==> src/rtl/assert_macros.svh <==
// Assertion macros used by the decoder top level
`ifndef ASSERT_MACROS_SVH
`define ASSERT_MACROS_SVH
`ifndef SYNTHESIS
`define ASSERT_ALWAYS(lbl, cond) \
  lbl: assert property (@(posedge clk) disable iff (rst) (cond)) \
    else $error("assertion failed");
`define ASSERT_NEXT(lbl, pre, post) \
  lbl: assert property (@(posedge clk) disable iff (rst) (pre) |=> (post)) \
    else $error("assertion failed");
`else
`define ASSERT_ALWAYS(lbl, cond)
`define ASSERT_NEXT(lbl, pre, post)
`endif
`endif

==> src/rtl/lhsc_pkg.sv <==
// Types, constants and the arctangent table of the hall angle decoder
package lhsc_pkg;

  localparam int SAMPLE_W  = 12;
  localparam int FIX_W     = 15;
  localparam int NORM_W    = 17;
  localparam int NORM_FRAC = 15;
  localparam int CORD_W    = 27;
  localparam int ANGLE_W   = 16;
  localparam int ACC_W     = 32;
  localparam int IDX_W     = 5;

  localparam logic [FIX_W-1:0] MIN_A_RST = 15'd1288;
  localparam logic [FIX_W-1:0] MAX_A_RST = 15'd32736;
  localparam logic [FIX_W-1:0] MIN_B_RST = 15'd1288;
  localparam logic [FIX_W-1:0] MAX_B_RST = 15'd32752;

  localparam logic DIV_NORM_A = 1'b0;
  localparam logic DIV_NORM_B = 1'b1;

  typedef struct packed {
    logic capture;
    logic sum_upd;
    logic avg_load;
    logic div_load;
    logic div_step;
    logic div_sel;
    logic track;
    logic cor_load;
    logic cor_step;
    logic out_load;
  } cmd_t;

  typedef struct packed {
    logic div_last;
    logic cor_last;
  } status_t;

  function automatic logic [ACC_W-1:0] atan_turn(input logic [IDX_W-1:0] i);
    logic [ACC_W-1:0] r;
    case (i)
      5'd0:    r = 32'd536870912;
      5'd1:    r = 32'd316933406;
      5'd2:    r = 32'd167458907;
      5'd3:    r = 32'd85004756;
      5'd4:    r = 32'd42667331;
      5'd5:    r = 32'd21354465;
      5'd6:    r = 32'd10679838;
      5'd7:    r = 32'd5340245;
      5'd8:    r = 32'd2670163;
      5'd9:    r = 32'd1335087;
      5'd10:   r = 32'd667544;
      5'd11:   r = 32'd333772;
      5'd12:   r = 32'd166886;
      5'd13:   r = 32'd83443;
      5'd14:   r = 32'd41722;
      5'd15:   r = 32'd20861;
      5'd16:   r = 32'd10430;
      5'd17:   r = 32'd5215;
      5'd18:   r = 32'd2608;
      5'd19:   r = 32'd1304;
      5'd20:   r = 32'd652;
      5'd21:   r = 32'd326;
      5'd22:   r = 32'd163;
      5'd23:   r = 32'd81;
      default: r = 32'd0;
    endcase
    return r;
  endfunction

endpackage

==> src/rtl/linear_hall_sincos_angle_decoder_core.sv <==
// Top level of the linear hall sin/cos angle decoder
//
// Each input transfer carries one pair of 12-bit hall samples (sine on A,
// cosine on B) and an opcode that also widens the min/max calibration when
// set. The pair enters a moving-average window of FILTER_DEPTH pairs held in
// a small RAM, each channel is normalised against its tracked span to Q2.15
// and a vectoring CORDIC of CORDIC_STEPS steps gives a 16-bit full-turn
// angle; a zero or negative span sets the degenerate flag with angle zero.
// One item is processed at a time, and the next pair is accepted from the
// cycle after the result is stored. The time is set by one shared bit-serial
// divider (two 15-step normalisations) and the iterative CORDIC; the window
// averages come from a constant reciprocal multiply. The result waits in an
// output register, and a result the receiver has not yet taken holds the
// block before it stores the next one.
`include "assert_macros.svh"

module linear_hall_sincos_angle_decoder_core #(
  parameter int FILTER_DEPTH = 8,
  parameter int CORDIC_STEPS = 16
) (
  input  logic        clk,
  input  logic        rst,
  input  logic        s_tvalid,
  output logic        s_tready,
  input  logic [23:0] s_tdata,   // sample_a [11:0], sample_b [23:12]
  input  logic        s_tuser,   // opcode [0]
  output logic        m_tvalid,
  input  logic        m_tready,
  output logic [15:0] m_tdata,   // angle [15:0]
  output logic        m_tuser    // degenerate [0]
);

  lhsc_pkg::cmd_t    cmd;
  lhsc_pkg::status_t status;

  lhsc_ctrl u_ctrl (
    .clk      (clk),
    .rst      (rst),
    .s_tvalid (s_tvalid),
    .s_tready (s_tready),
    .m_tvalid (m_tvalid),
    .m_tready (m_tready),
    .status   (status),
    .cmd      (cmd)
  );

  lhsc_dp #(
    .FILTER_DEPTH (FILTER_DEPTH),
    .CORDIC_STEPS (CORDIC_STEPS)
  ) u_dp (
    .clk        (clk),
    .rst        (rst),
    .cmd        (cmd),
    .status     (status),
    .in_data    (s_tdata),
    .in_op      (s_tuser),
    .angle      (m_tdata),
    .degenerate (m_tuser)
  );

  `ASSERT_NEXT(a_busy_after_accept, s_tvalid && s_tready, !s_tready)
  `ASSERT_NEXT(a_no_instant_result, s_tvalid && s_tready, !$rose(m_tvalid))
  `ASSERT_ALWAYS(a_degenerate_zero_angle, !(m_tvalid && m_tuser) || m_tdata == 16'd0)

endmodule

==> src/rtl/lhsc_ram.sv <==
// Generic single-port-write RAM with registered read
module lhsc_ram #(
  parameter int WIDTH = 24,
  parameter int DEPTH = 8
) (
  input  logic                                   clk,
  input  logic                                   we,
  input  logic [(DEPTH > 1 ? $clog2(DEPTH) : 1)-1:0] waddr,
  input  logic [WIDTH-1:0]                       wdata,
  input  logic                                   re,
  input  logic [(DEPTH > 1 ? $clog2(DEPTH) : 1)-1:0] raddr,
  output logic [WIDTH-1:0]                       rdata
);

  logic [WIDTH-1:0] mem [DEPTH];

  always_ff @(posedge clk) begin
    if (we) begin
      mem[waddr] <= wdata;
    end
    if (re) begin
      rdata <= mem[raddr];
    end
  end

endmodule

==> src/rtl/lhsc_dp.sv <==
// Datapath: averaging window, min/max trackers, shared divider, CORDIC
module lhsc_dp #(
  parameter int FILTER_DEPTH = 8,
  parameter int CORDIC_STEPS = 16
) (
  input  logic                            clk,
  input  logic                            rst,
  input  lhsc_pkg::cmd_t                  cmd,
  output lhsc_pkg::status_t               status,
  input  logic [2*lhsc_pkg::SAMPLE_W-1:0] in_data,
  input  logic                            in_op,
  output logic [lhsc_pkg::ANGLE_W-1:0]    angle,
  output logic                            degenerate
);

  localparam int PW   = (FILTER_DEPTH > 1) ? $clog2(FILTER_DEPTH) : 1;
  localparam int SUMW = $clog2(4096 * FILTER_DEPTH);
  localparam int NW   = SUMW + 3;
  localparam int RL   = $clog2(FILTER_DEPTH);
  localparam int RK   = NW + RL;
  localparam int MW   = NW + 2;
  localparam int PRW  = NW + MW;
  localparam int CW   = $clog2(lhsc_pkg::NORM_FRAC + 1);
  localparam int SW   = lhsc_pkg::SAMPLE_W;
  localparam int FW   = lhsc_pkg::FIX_W;
  localparam int XW   = lhsc_pkg::CORD_W;
  localparam int AW   = lhsc_pkg::ACC_W;
  localparam logic [MW-1:0] RECIP =
    MW'(((64'd1 << RK) + 64'(FILTER_DEPTH - 1)) / 64'(FILTER_DEPTH));

  logic                    op;
  logic [SW-1:0]           in_a, in_b;
  logic [PW-1:0]           ptr;
  logic [FILTER_DEPTH-1:0] valid;
  logic [2*SW-1:0]         rdata;
  logic [2*SW-1:0]         old;
  logic [SUMW-1:0]         sum_a, sum_b;
  logic [FW-1:0]           avg_a, avg_b;
  logic [FW-1:0]           min_a, max_a, min_b, max_b;
  logic [PRW-1:0]          prod_a, prod_b;

  lhsc_ram #(.WIDTH(2*SW), .DEPTH(FILTER_DEPTH)) u_window (
    .clk   (clk),
    .we    (cmd.sum_upd),
    .waddr (ptr),
    .wdata ({in_b, in_a}),
    .re    (cmd.capture),
    .raddr (ptr),
    .rdata (rdata)
  );

  assign old = valid[ptr] ? rdata : '0;

  always_ff @(posedge clk) begin
    if (cmd.capture) begin
      op   <= in_op;
      in_a <= in_data[SW-1:0];
      in_b <= in_data[2*SW-1:SW];
    end
  end

  always_ff @(posedge clk) begin
    if (rst) begin
      ptr   <= '0;
      valid <= '0;
      sum_a <= '0;
      sum_b <= '0;
    end else if (cmd.sum_upd) begin
      valid[ptr] <= 1'b1;
      ptr        <= (ptr == PW'(FILTER_DEPTH - 1)) ? '0 : ptr + 1'b1;
      sum_a      <= sum_a - SUMW'(old[SW-1:0]) + SUMW'(in_a);
      sum_b      <= sum_b - SUMW'(old[2*SW-1:SW]) + SUMW'(in_b);
    end
  end

  // window average: multiply by the reciprocal of the depth
  assign prod_a = PRW'({sum_a, 3'b000}) * PRW'(RECIP);
  assign prod_b = PRW'({sum_b, 3'b000}) * PRW'(RECIP);

  always_ff @(posedge clk) begin
    if (cmd.avg_load) begin
      avg_a <= prod_a[RK +: FW];
      avg_b <= prod_b[RK +: FW];
    end
  end

  // normalisation operands for the channel selected by the divider
  logic          sel_b;
  logic [FW-1:0] n_avg, n_lo, n_hi;
  logic [15:0]   span;
  logic [16:0]   hl_sum;
  logic [17:0]   diff, diff_abs;
  logic          n_bad, n_neg, n_sat;

  assign sel_b    = (cmd.div_sel == lhsc_pkg::DIV_NORM_B);
  assign n_avg    = sel_b ? avg_b : avg_a;
  assign n_lo     = sel_b ? min_b : min_a;
  assign n_hi     = sel_b ? max_b : max_a;
  assign span     = {1'b0, n_hi} - {1'b0, n_lo};
  assign n_bad    = span[15] || (span == 16'd0);
  assign hl_sum   = {2'b0, n_hi} + {2'b0, n_lo};
  assign diff     = {2'b0, n_avg, 1'b0} - {1'b0, hl_sum};
  assign n_neg    = diff[17];
  assign diff_abs = n_neg ? -diff : diff;
  assign n_sat    = n_bad || (diff_abs >= {2'b0, span});

  // shared restoring divider
  logic [15:0]   rem;
  logic [15:0]   den;
  logic [FW-1:0] quo, quo_next;
  logic [CW-1:0] cnt;
  logic [16:0]   trial;
  logic          ge;
  logic          neg, sat, bad_a, bad_b;
  logic [lhsc_pkg::NORM_W-1:0] qmag, qval, na, nb;

  assign trial    = {rem, 1'b0};
  assign ge       = trial >= {1'b0, den};
  assign quo_next = {quo[FW-2:0], ge};
  assign qmag     = sat ? 17'd32768 : {2'b0, quo_next};
  assign qval     = neg ? -qmag : qmag;
  assign status.div_last = (cnt == CW'(1));

  always_ff @(posedge clk) begin
    if (cmd.div_load) begin
      quo <= '0;
      rem <= n_sat ? 16'd0 : diff_abs[15:0];
      den <= n_bad ? 16'd1 : span;
      cnt <= CW'(lhsc_pkg::NORM_FRAC);
      neg <= n_neg;
      sat <= n_sat;
      if (sel_b) begin
        bad_b <= n_bad;
      end else begin
        bad_a <= n_bad;
      end
    end else if (cmd.div_step) begin
      rem <= ge ? 16'(trial - {1'b0, den}) : trial[15:0];
      quo <= quo_next;
      cnt <= cnt - 1'b1;
      if (status.div_last) begin
        if (sel_b) begin
          nb <= qval;
        end else begin
          na <= qval;
        end
      end
    end
  end

  always_ff @(posedge clk) begin
    if (rst) begin
      min_a <= lhsc_pkg::MIN_A_RST;
      max_a <= lhsc_pkg::MAX_A_RST;
      min_b <= lhsc_pkg::MIN_B_RST;
      max_b <= lhsc_pkg::MAX_B_RST;
    end else if (cmd.track && op) begin
      if (avg_a < min_a) min_a <= avg_a;
      if (avg_a > max_a) max_a <= avg_a;
      if (avg_b < min_b) min_b <= avg_b;
      if (avg_b > max_b) max_b <= avg_b;
    end
  end

  // vectoring CORDIC
  logic signed [XW-1:0] x, y, x0, y0, xs, ys;
  logic [AW-1:0]        acc;
  logic [lhsc_pkg::IDX_W-1:0] idx;
  logic                 zero;
  logic                 y_pos;
  logic [AW-1:0]        acc_rnd;

  assign x0      = {{2{nb[16]}}, nb, 8'b0};
  assign y0      = {{2{na[16]}}, na, 8'b0};
  assign xs      = x >>> idx;
  assign ys      = y >>> idx;
  assign y_pos   = !y[XW-1] && (y != '0);
  assign acc_rnd = acc + 32'h0000_8000;
  assign status.cor_last = (idx == lhsc_pkg::IDX_W'(CORDIC_STEPS - 1));

  always_ff @(posedge clk) begin
    if (cmd.cor_load) begin
      zero <= (na == '0) && (nb == '0);
      idx  <= '0;
      if (x0[XW-1]) begin
        x   <= -x0;
        y   <= -y0;
        acc <= 32'h8000_0000;
      end else begin
        x   <= x0;
        y   <= y0;
        acc <= '0;
      end
    end else if (cmd.cor_step) begin
      idx <= idx + 1'b1;
      if (y_pos) begin
        x   <= x + ys;
        y   <= y - xs;
        acc <= acc + lhsc_pkg::atan_turn(idx);
      end else begin
        x   <= x - ys;
        y   <= y + xs;
        acc <= acc - lhsc_pkg::atan_turn(idx);
      end
    end
  end

  always_ff @(posedge clk) begin
    if (cmd.out_load) begin
      degenerate <= bad_a || bad_b;
      angle      <= (bad_a || bad_b || zero) ? '0 : acc_rnd[AW-1:AW-lhsc_pkg::ANGLE_W];
    end
  end

endmodule

==> src/rtl/lhsc_ctrl.sv <==
// Controller: sequences window update, divisions, tracking and CORDIC
module lhsc_ctrl (
  input  logic              clk,
  input  logic              rst,
  input  logic              s_tvalid,
  output logic              s_tready,
  output logic              m_tvalid,
  input  logic              m_tready,
  input  lhsc_pkg::status_t status,
  output lhsc_pkg::cmd_t    cmd
);

  localparam logic [3:0] ST_IDLE   = 4'd0;
  localparam logic [3:0] ST_UPDATE = 4'd1;
  localparam logic [3:0] ST_AVG    = 4'd2;
  localparam logic [3:0] ST_TRACK  = 4'd3;
  localparam logic [3:0] ST_DLOAD  = 4'd4;
  localparam logic [3:0] ST_DRUN   = 4'd5;
  localparam logic [3:0] ST_CLOAD  = 4'd6;
  localparam logic [3:0] ST_CRUN   = 4'd7;
  localparam logic [3:0] ST_FINISH = 4'd8;

  logic [3:0] state, state_next;
  logic       sel, sel_next;
  logic       out_free;

  assign s_tready = (state == ST_IDLE);
  assign out_free = !m_tvalid || m_tready;

  always_comb begin
    state_next  = state;
    sel_next    = sel;
    cmd         = '0;
    cmd.div_sel = sel;
    case (state)
      ST_IDLE: begin
        if (s_tvalid) begin
          cmd.capture = 1'b1;
          state_next  = ST_UPDATE;
        end
      end
      ST_UPDATE: begin
        cmd.sum_upd = 1'b1;
        state_next  = ST_AVG;
      end
      ST_AVG: begin
        cmd.avg_load = 1'b1;
        state_next   = ST_TRACK;
      end
      ST_TRACK: begin
        cmd.track  = 1'b1;
        sel_next   = lhsc_pkg::DIV_NORM_A;
        state_next = ST_DLOAD;
      end
      ST_DLOAD: begin
        cmd.div_load = 1'b1;
        state_next   = ST_DRUN;
      end
      ST_DRUN: begin
        cmd.div_step = 1'b1;
        if (status.div_last) begin
          if (sel == lhsc_pkg::DIV_NORM_B) begin
            state_next = ST_CLOAD;
          end else begin
            sel_next   = lhsc_pkg::DIV_NORM_B;
            state_next = ST_DLOAD;
          end
        end
      end
      ST_CLOAD: begin
        cmd.cor_load = 1'b1;
        state_next   = ST_CRUN;
      end
      ST_CRUN: begin
        cmd.cor_step = 1'b1;
        if (status.cor_last) begin
          state_next = ST_FINISH;
        end
      end
      ST_FINISH: begin
        if (out_free) begin
          cmd.out_load = 1'b1;
          state_next   = ST_IDLE;
        end
      end
      default: begin
        state_next = ST_IDLE;
      end
    endcase
  end

  always_ff @(posedge clk) begin
    if (rst) begin
      state    <= ST_IDLE;
      sel      <= lhsc_pkg::DIV_NORM_A;
      m_tvalid <= 1'b0;
    end else begin
      state <= state_next;
      sel   <= sel_next;
      if (cmd.out_load) begin
        m_tvalid <= 1'b1;
      end else if (m_tready) begin
        m_tvalid <= 1'b0;
      end
    end
  end

endmodule
==> config.mk <==
export PLATFORM = sky130hd
export DESIGN_NAME = linear_hall_sincos_angle_decoder_core
export DESIGN_NICKNAME = d
export VERILOG_FILES = /design/src/rtl/lhsc_pkg.sv /design/src/rtl/linear_hall_sincos_angle_decoder_core.sv /design/src/rtl/lhsc_ram.sv /design/src/rtl/lhsc_dp.sv /design/src/rtl/lhsc_ctrl.sv
export VERILOG_INCLUDE_DIRS = /design/src /design/src/rtl
export SDC_FILE = /design/constraint.sdc
export NUM_CORES = 2
export LEC_CHECK = 0
export ABC_CLOCK_PERIOD_IN_PS = 20700
export BUFFER_PORTS_ARGS = -buffer_cell sky130_fd_sc_hd__buf_2
export CAP_MARGIN = 20
export CORE_UTILIZATION = 45
export DETAILED_ROUTE_END_ITERATION = 6
export HOLD_SLACK_MARGIN = 0.1
export PLACE_DENSITY = 0.7
export RECOVER_POWER = 50
export SLEW_MARGIN = 20
export SYNTH_ARGS = -nofsm -noshare
export SYNTH_HDL_FRONTEND = slang
export SYNTH_SLANG_ARGS = --single-unit
==> constraint.sdc <==
create_clock -name clk -period 20.7 [get_ports clk]
set_clock_uncertainty 0.2 [all_clocks]
set_input_delay 4.14 -clock clk [delete_from_list [all_inputs] [get_ports clk]]
set_output_delay 4.14 -clock clk [all_outputs]
set_load 0.03 [all_outputs]
==> key figures <==
Clocking
  • Total CTS buffers: 67
  • Clk slew on worst S/H paths: 0.06 ns
  • Clock Sinks: 605
  • Post-CTS Setup Bufs: 0
  • CTS tree: done
  • Hold Buf Count CTS: 0
  • Post_cts resized: 0
  • Root Buffer: clkbuf_16
  • Htree depth: 3
  • Clk Latency, worst-skew pair: 0.66 ns
  • Clk buf depth: 3

Critical path
  • Worst path required time: 20.86 ns
  • Reg-to-reg endpoint: u_dp.x[26]$_DFFE_PP_
  • Crit path largest cell delay: 2.47 ns
  • CP Launch Point: u_dp.idx[0]$_SDFFE_PP0P_
  • Most used cell, CP: o21ai_0
  • Worst setup path class: reg2reg
  • Crit start category: flop
  • Crit path max-delay family: buffers and inverters
  • CP endpoint kind: flop
  • Crit path to: u_dp.x[26]$_DFFE_PP_
  • CP bufs+invs: 2
  • CP Cell Sequence: clkbuf_1 -> inv_1 -> mux4_2 -> mux2_2 -> mux2i_1 -> ha_1 -> and3_1 -> nand2_1 -> o21ai_0 -> xnor2_1 -> ha_1 -> a21oi_1 -> o21ai_0 -> a22o_1 -> a2111oi_0 -> o31a_1 -> o211ai_1 -> a31oi_1 -> nor3_1 -> o21ai_0 -> o211ai_1
  • Worst Path Max Fanout: 59
  • Highest-delay cell along the critical path: clkbuf_1
  • Total stage count of the critical path: 21
  • CP Data Arrival Time: 10.43 ns
  • R2R Setup Slk: 10.43 ns
  • Reg2Reg Depth: 21
  • FF-to-FF Start: u_dp.idx[0]$_SDFFE_PP0P_

Route
  • Wire per inst: 19.3 um
  • Vias: 30.4k
  • Via-to-Cell Ratio: 5.88
  • Drt total wl: 100 mm
  • # DRC: 0
  • ANT nets after route: 0
  • Initial drt markers: 2636
  • First-pass iteration count of the detailed router: 5

Floorplan
  • Placement Rows: 108
  • Die Width: 299 um
  • DIE AREA: 89400 um2
  • Core region area: 87000 um2
  • Initial Util: 45.6%
  • Ports: 48
  • Die span in y: 299 um

GRT
  • Largest net degree at the start of global routing: 84
  • Grt total ovfl: 0
  • Total track usage: 22.0%
  • Vias in the first global route: 28.8k
  • Antenna violations before repair: 0
  • First-pass GRT wire length: 158 mm

Finish
  • Fillcell total: 7981
  • Reg area: 16600 um2
  • Inserted Diodes: 0
  • Area grow syn2layout: 9.08%
  • Share of layout cells above drive strength 1: 8.22%
  • Number of nets in the layout: 4301
  • Multi-input gate area: 21400 um2

Yosys
  • Seq/Total Area, Yosys: 41.8%
  • Number of synthesized flops with an enable pin: 445
  • Most used DFF post-synth: edfxtp_1
  • Mapped cell area: 39700 um2
  • Synth Instances: 3998
  • Synth Area per Inst: 9.92 um2
  • Synth Register Bits: 605
  • Ys Warns: 0
  • Post-synth ARST share: 0%
  • Distinct cells, synth: 91
  • Syn nets: 4328

Timing
  • RSZ-0062 raised after global routing: false
  • Tightest Pin Transition: 3.54 ns
  • Setup tns final: 0 ns
  • Final min period: 10.27 ns
  • Fin. Hold Viols: 0
  • Upper clock frequency limit: 0.0974 GHz
  • Slew HR: -136%
  • Fin crit share: 49.6%
  • Setup violators final: 0
  • Max-slew violation count: 592

Placed design
  • Port buffer count: 47
  • RD Place Congestion: 0.949
  • DP Wirelength: 69.3 mm

Power
  • Sw power: 0.00113 W
  • Logic gate share of total power: 25.5%
  • Int Pwr: 0.00252 W
  • Maximum vdd drop: 0.0740 mV
  • Power Dens Cells: 84.3 nW/um2
  • Overall Power: 0.00365 W
  • LEAKAGE: 16.4 nW
  • Flop pwr share: 39.7%
  • Sw frac: 31.0%
  • Clock power frac: 34.8%

Run status
  • Failing checks: capacitance limit, slew limit
  • Outcome: complete, but fails checks

Min path
  • Hold Path Class: reg2reg
  • HP Start: u_dp.sum_b[13]$_SDFFE_PP0P_

Flow run
  • MaxCap Viol Count: 19
-- worst min-delay path by stage --
stage,to,slack (ns),depth (start not counted)
final,u_dp.avg_b[13]$_DFFE_PP_,0.23,0
after floorplan,u_dp.avg_b[13]$_DFFE_PP_,0.21,0
after global routing,u_dp.avg_a[10]$_DFFE_PP_,0.26,0
after detailed placement,u_dp.avg_b[13]$_DFFE_PP_,0.22,0
after global placement,u_dp.avg_b[13]$_DFFE_PP_,0.21,0
after CTS,u_dp.avg_b[13]$_DFFE_PP_,0.24,0
-- metal layers --
layer  vias up  track usage (%)  wire (um)
li1      14581                -          -
met1     14756             30.1      44700
met2       931             36.2      47000
met3       166             3.33       6060
met4         0             6.00       2460
met5         -                0          0
-- power groups by stage --
stage	sequential, W	combinational [W]	clock, W
final	0.00145	0.000929	0.00127
after global placement	0.00147	0.000899	0
after CTS	0.00145	0.000924	0.00129
after global routing	0.00146	0.00104	0.00134
after detailed placement	0.00147	0.000916	0
after floorplan	0.00145	0.000732	0
-- cell usage after synthesis (all sizes together) (9+ instances only) --
cell     instances  area (um2)
a211o           13         114
buf             41         238
nand2b          49         307
a211oi          32         240
and3            36         225
o211ai          28         210
mux2i           87         871
mux4            63        1460
and2            22         138
fa              31         621
edfxtp         445       13400
o21a            34         255
or2             13        81.3
a21boi          28         210
nor2           371        1390
o41ai           18         158
a21o            65         488
a21oi          257        1300
o31a             9        78.8
xnor2          167        1460
ha             270        3380
nor4            26         169
inv            275        1030
nand2          331        1240
o21bai          18         135
o21ai          196         981
clkbuf         145         544
dfxtp          160        3200
nor2b           56         350
nand3b          10        75.1
a22o            19         166
nand4           49         322
a31oi           26         163
a22oi          105         788
o31ai           39         298
a221oi          11         103
nand3           54         275
or4             15         113
nor3b           10        75.1
nor3            73         387
xor2           109         955
or3             31         194
o22ai           23         144
a2111oi         13         126
mux2            52         589
-- final cells by class --
| class | count | share of cell area, % |
|---|---|---|
| Clock buffer | 84 | 4.09 |
| Clock inverter | 39 | 1.35 |
| Inverter | 276 | 2.40 |
| Multi-Input combinational cell | 2931 | 49.4 |
| Sequential cell | 605 | 38.3 |
| Tap cell | 1155 | 3.34 |
| Timing Repair Buffer | 90 | 1.14 |
-- state kept, by name, indices dropped and copies added, names as in the netlist, 16 cells and up, named ones only --
| signal | cells |
|---|---|
| u_dp.u_window.mem | 192 |
| u_dp.rem | 16 |
| u_dp.nb | 17 |
| u_dp.angle | 16 |
| u_dp.y | 27 |
| u_dp.x | 27 |
| u_dp.u_window.rdata | 24 |
| u_dp.den | 16 |
| u_dp.na | 17 |
| u_dp.acc | 32 |
-- cells by family after synthesis --
| family | Yosys count | share of synthesized area [%] |
|---|---|---|
| and+or+nand+nor | 1168 | 14.0 |
| AOI/OAI and AO/OA | 983 | 16.2 |
| DFF | 605 | 41.8 |
| buffers and inverters | 462 | 4.58 |
| adders and majority gates | 301 | 10.1 |
| xor gates and xnor gates | 276 | 6.09 |
| muxes | 202 | 7.35 |
| other | 1 | 0.00945 |
-- per-stage QoR --
stage | area (um2) | cells | worst slack [ns] | util, % | hold slack, ns
final | 43300 | 5180 | 10.43 | 49.7 | 0.234
after global routing | 43300 | 5180 | 9.62 | 49.7 | 0.261
after CTS | 43400 | 5180 | 12.22 | 49.8 | 0.236
after detailed placement | 41000 | 5057 | 12.24 | 47.1 | 0.221
after global placement | 41000 | 5057 | 12.45 | 47.1 | 0.214
after floorplan | 39700 | 3998 | 13.71 | - | 0.208
-- cells in the final DEF, fill, tap and decap left out, drive strengths merged, types with 105 or more instances in the layout --
cell    Yosys  routed
o21ai     196     196
inv       275     277
nand2     331     331
nor2      371     371
ha        270     270
a21oi     257     257
dfxtp     160     160
xor2      109     109
a22oi     105     105
edfxtp    445     445
xnor2     167     167
(Power assumes the default switching activity.)
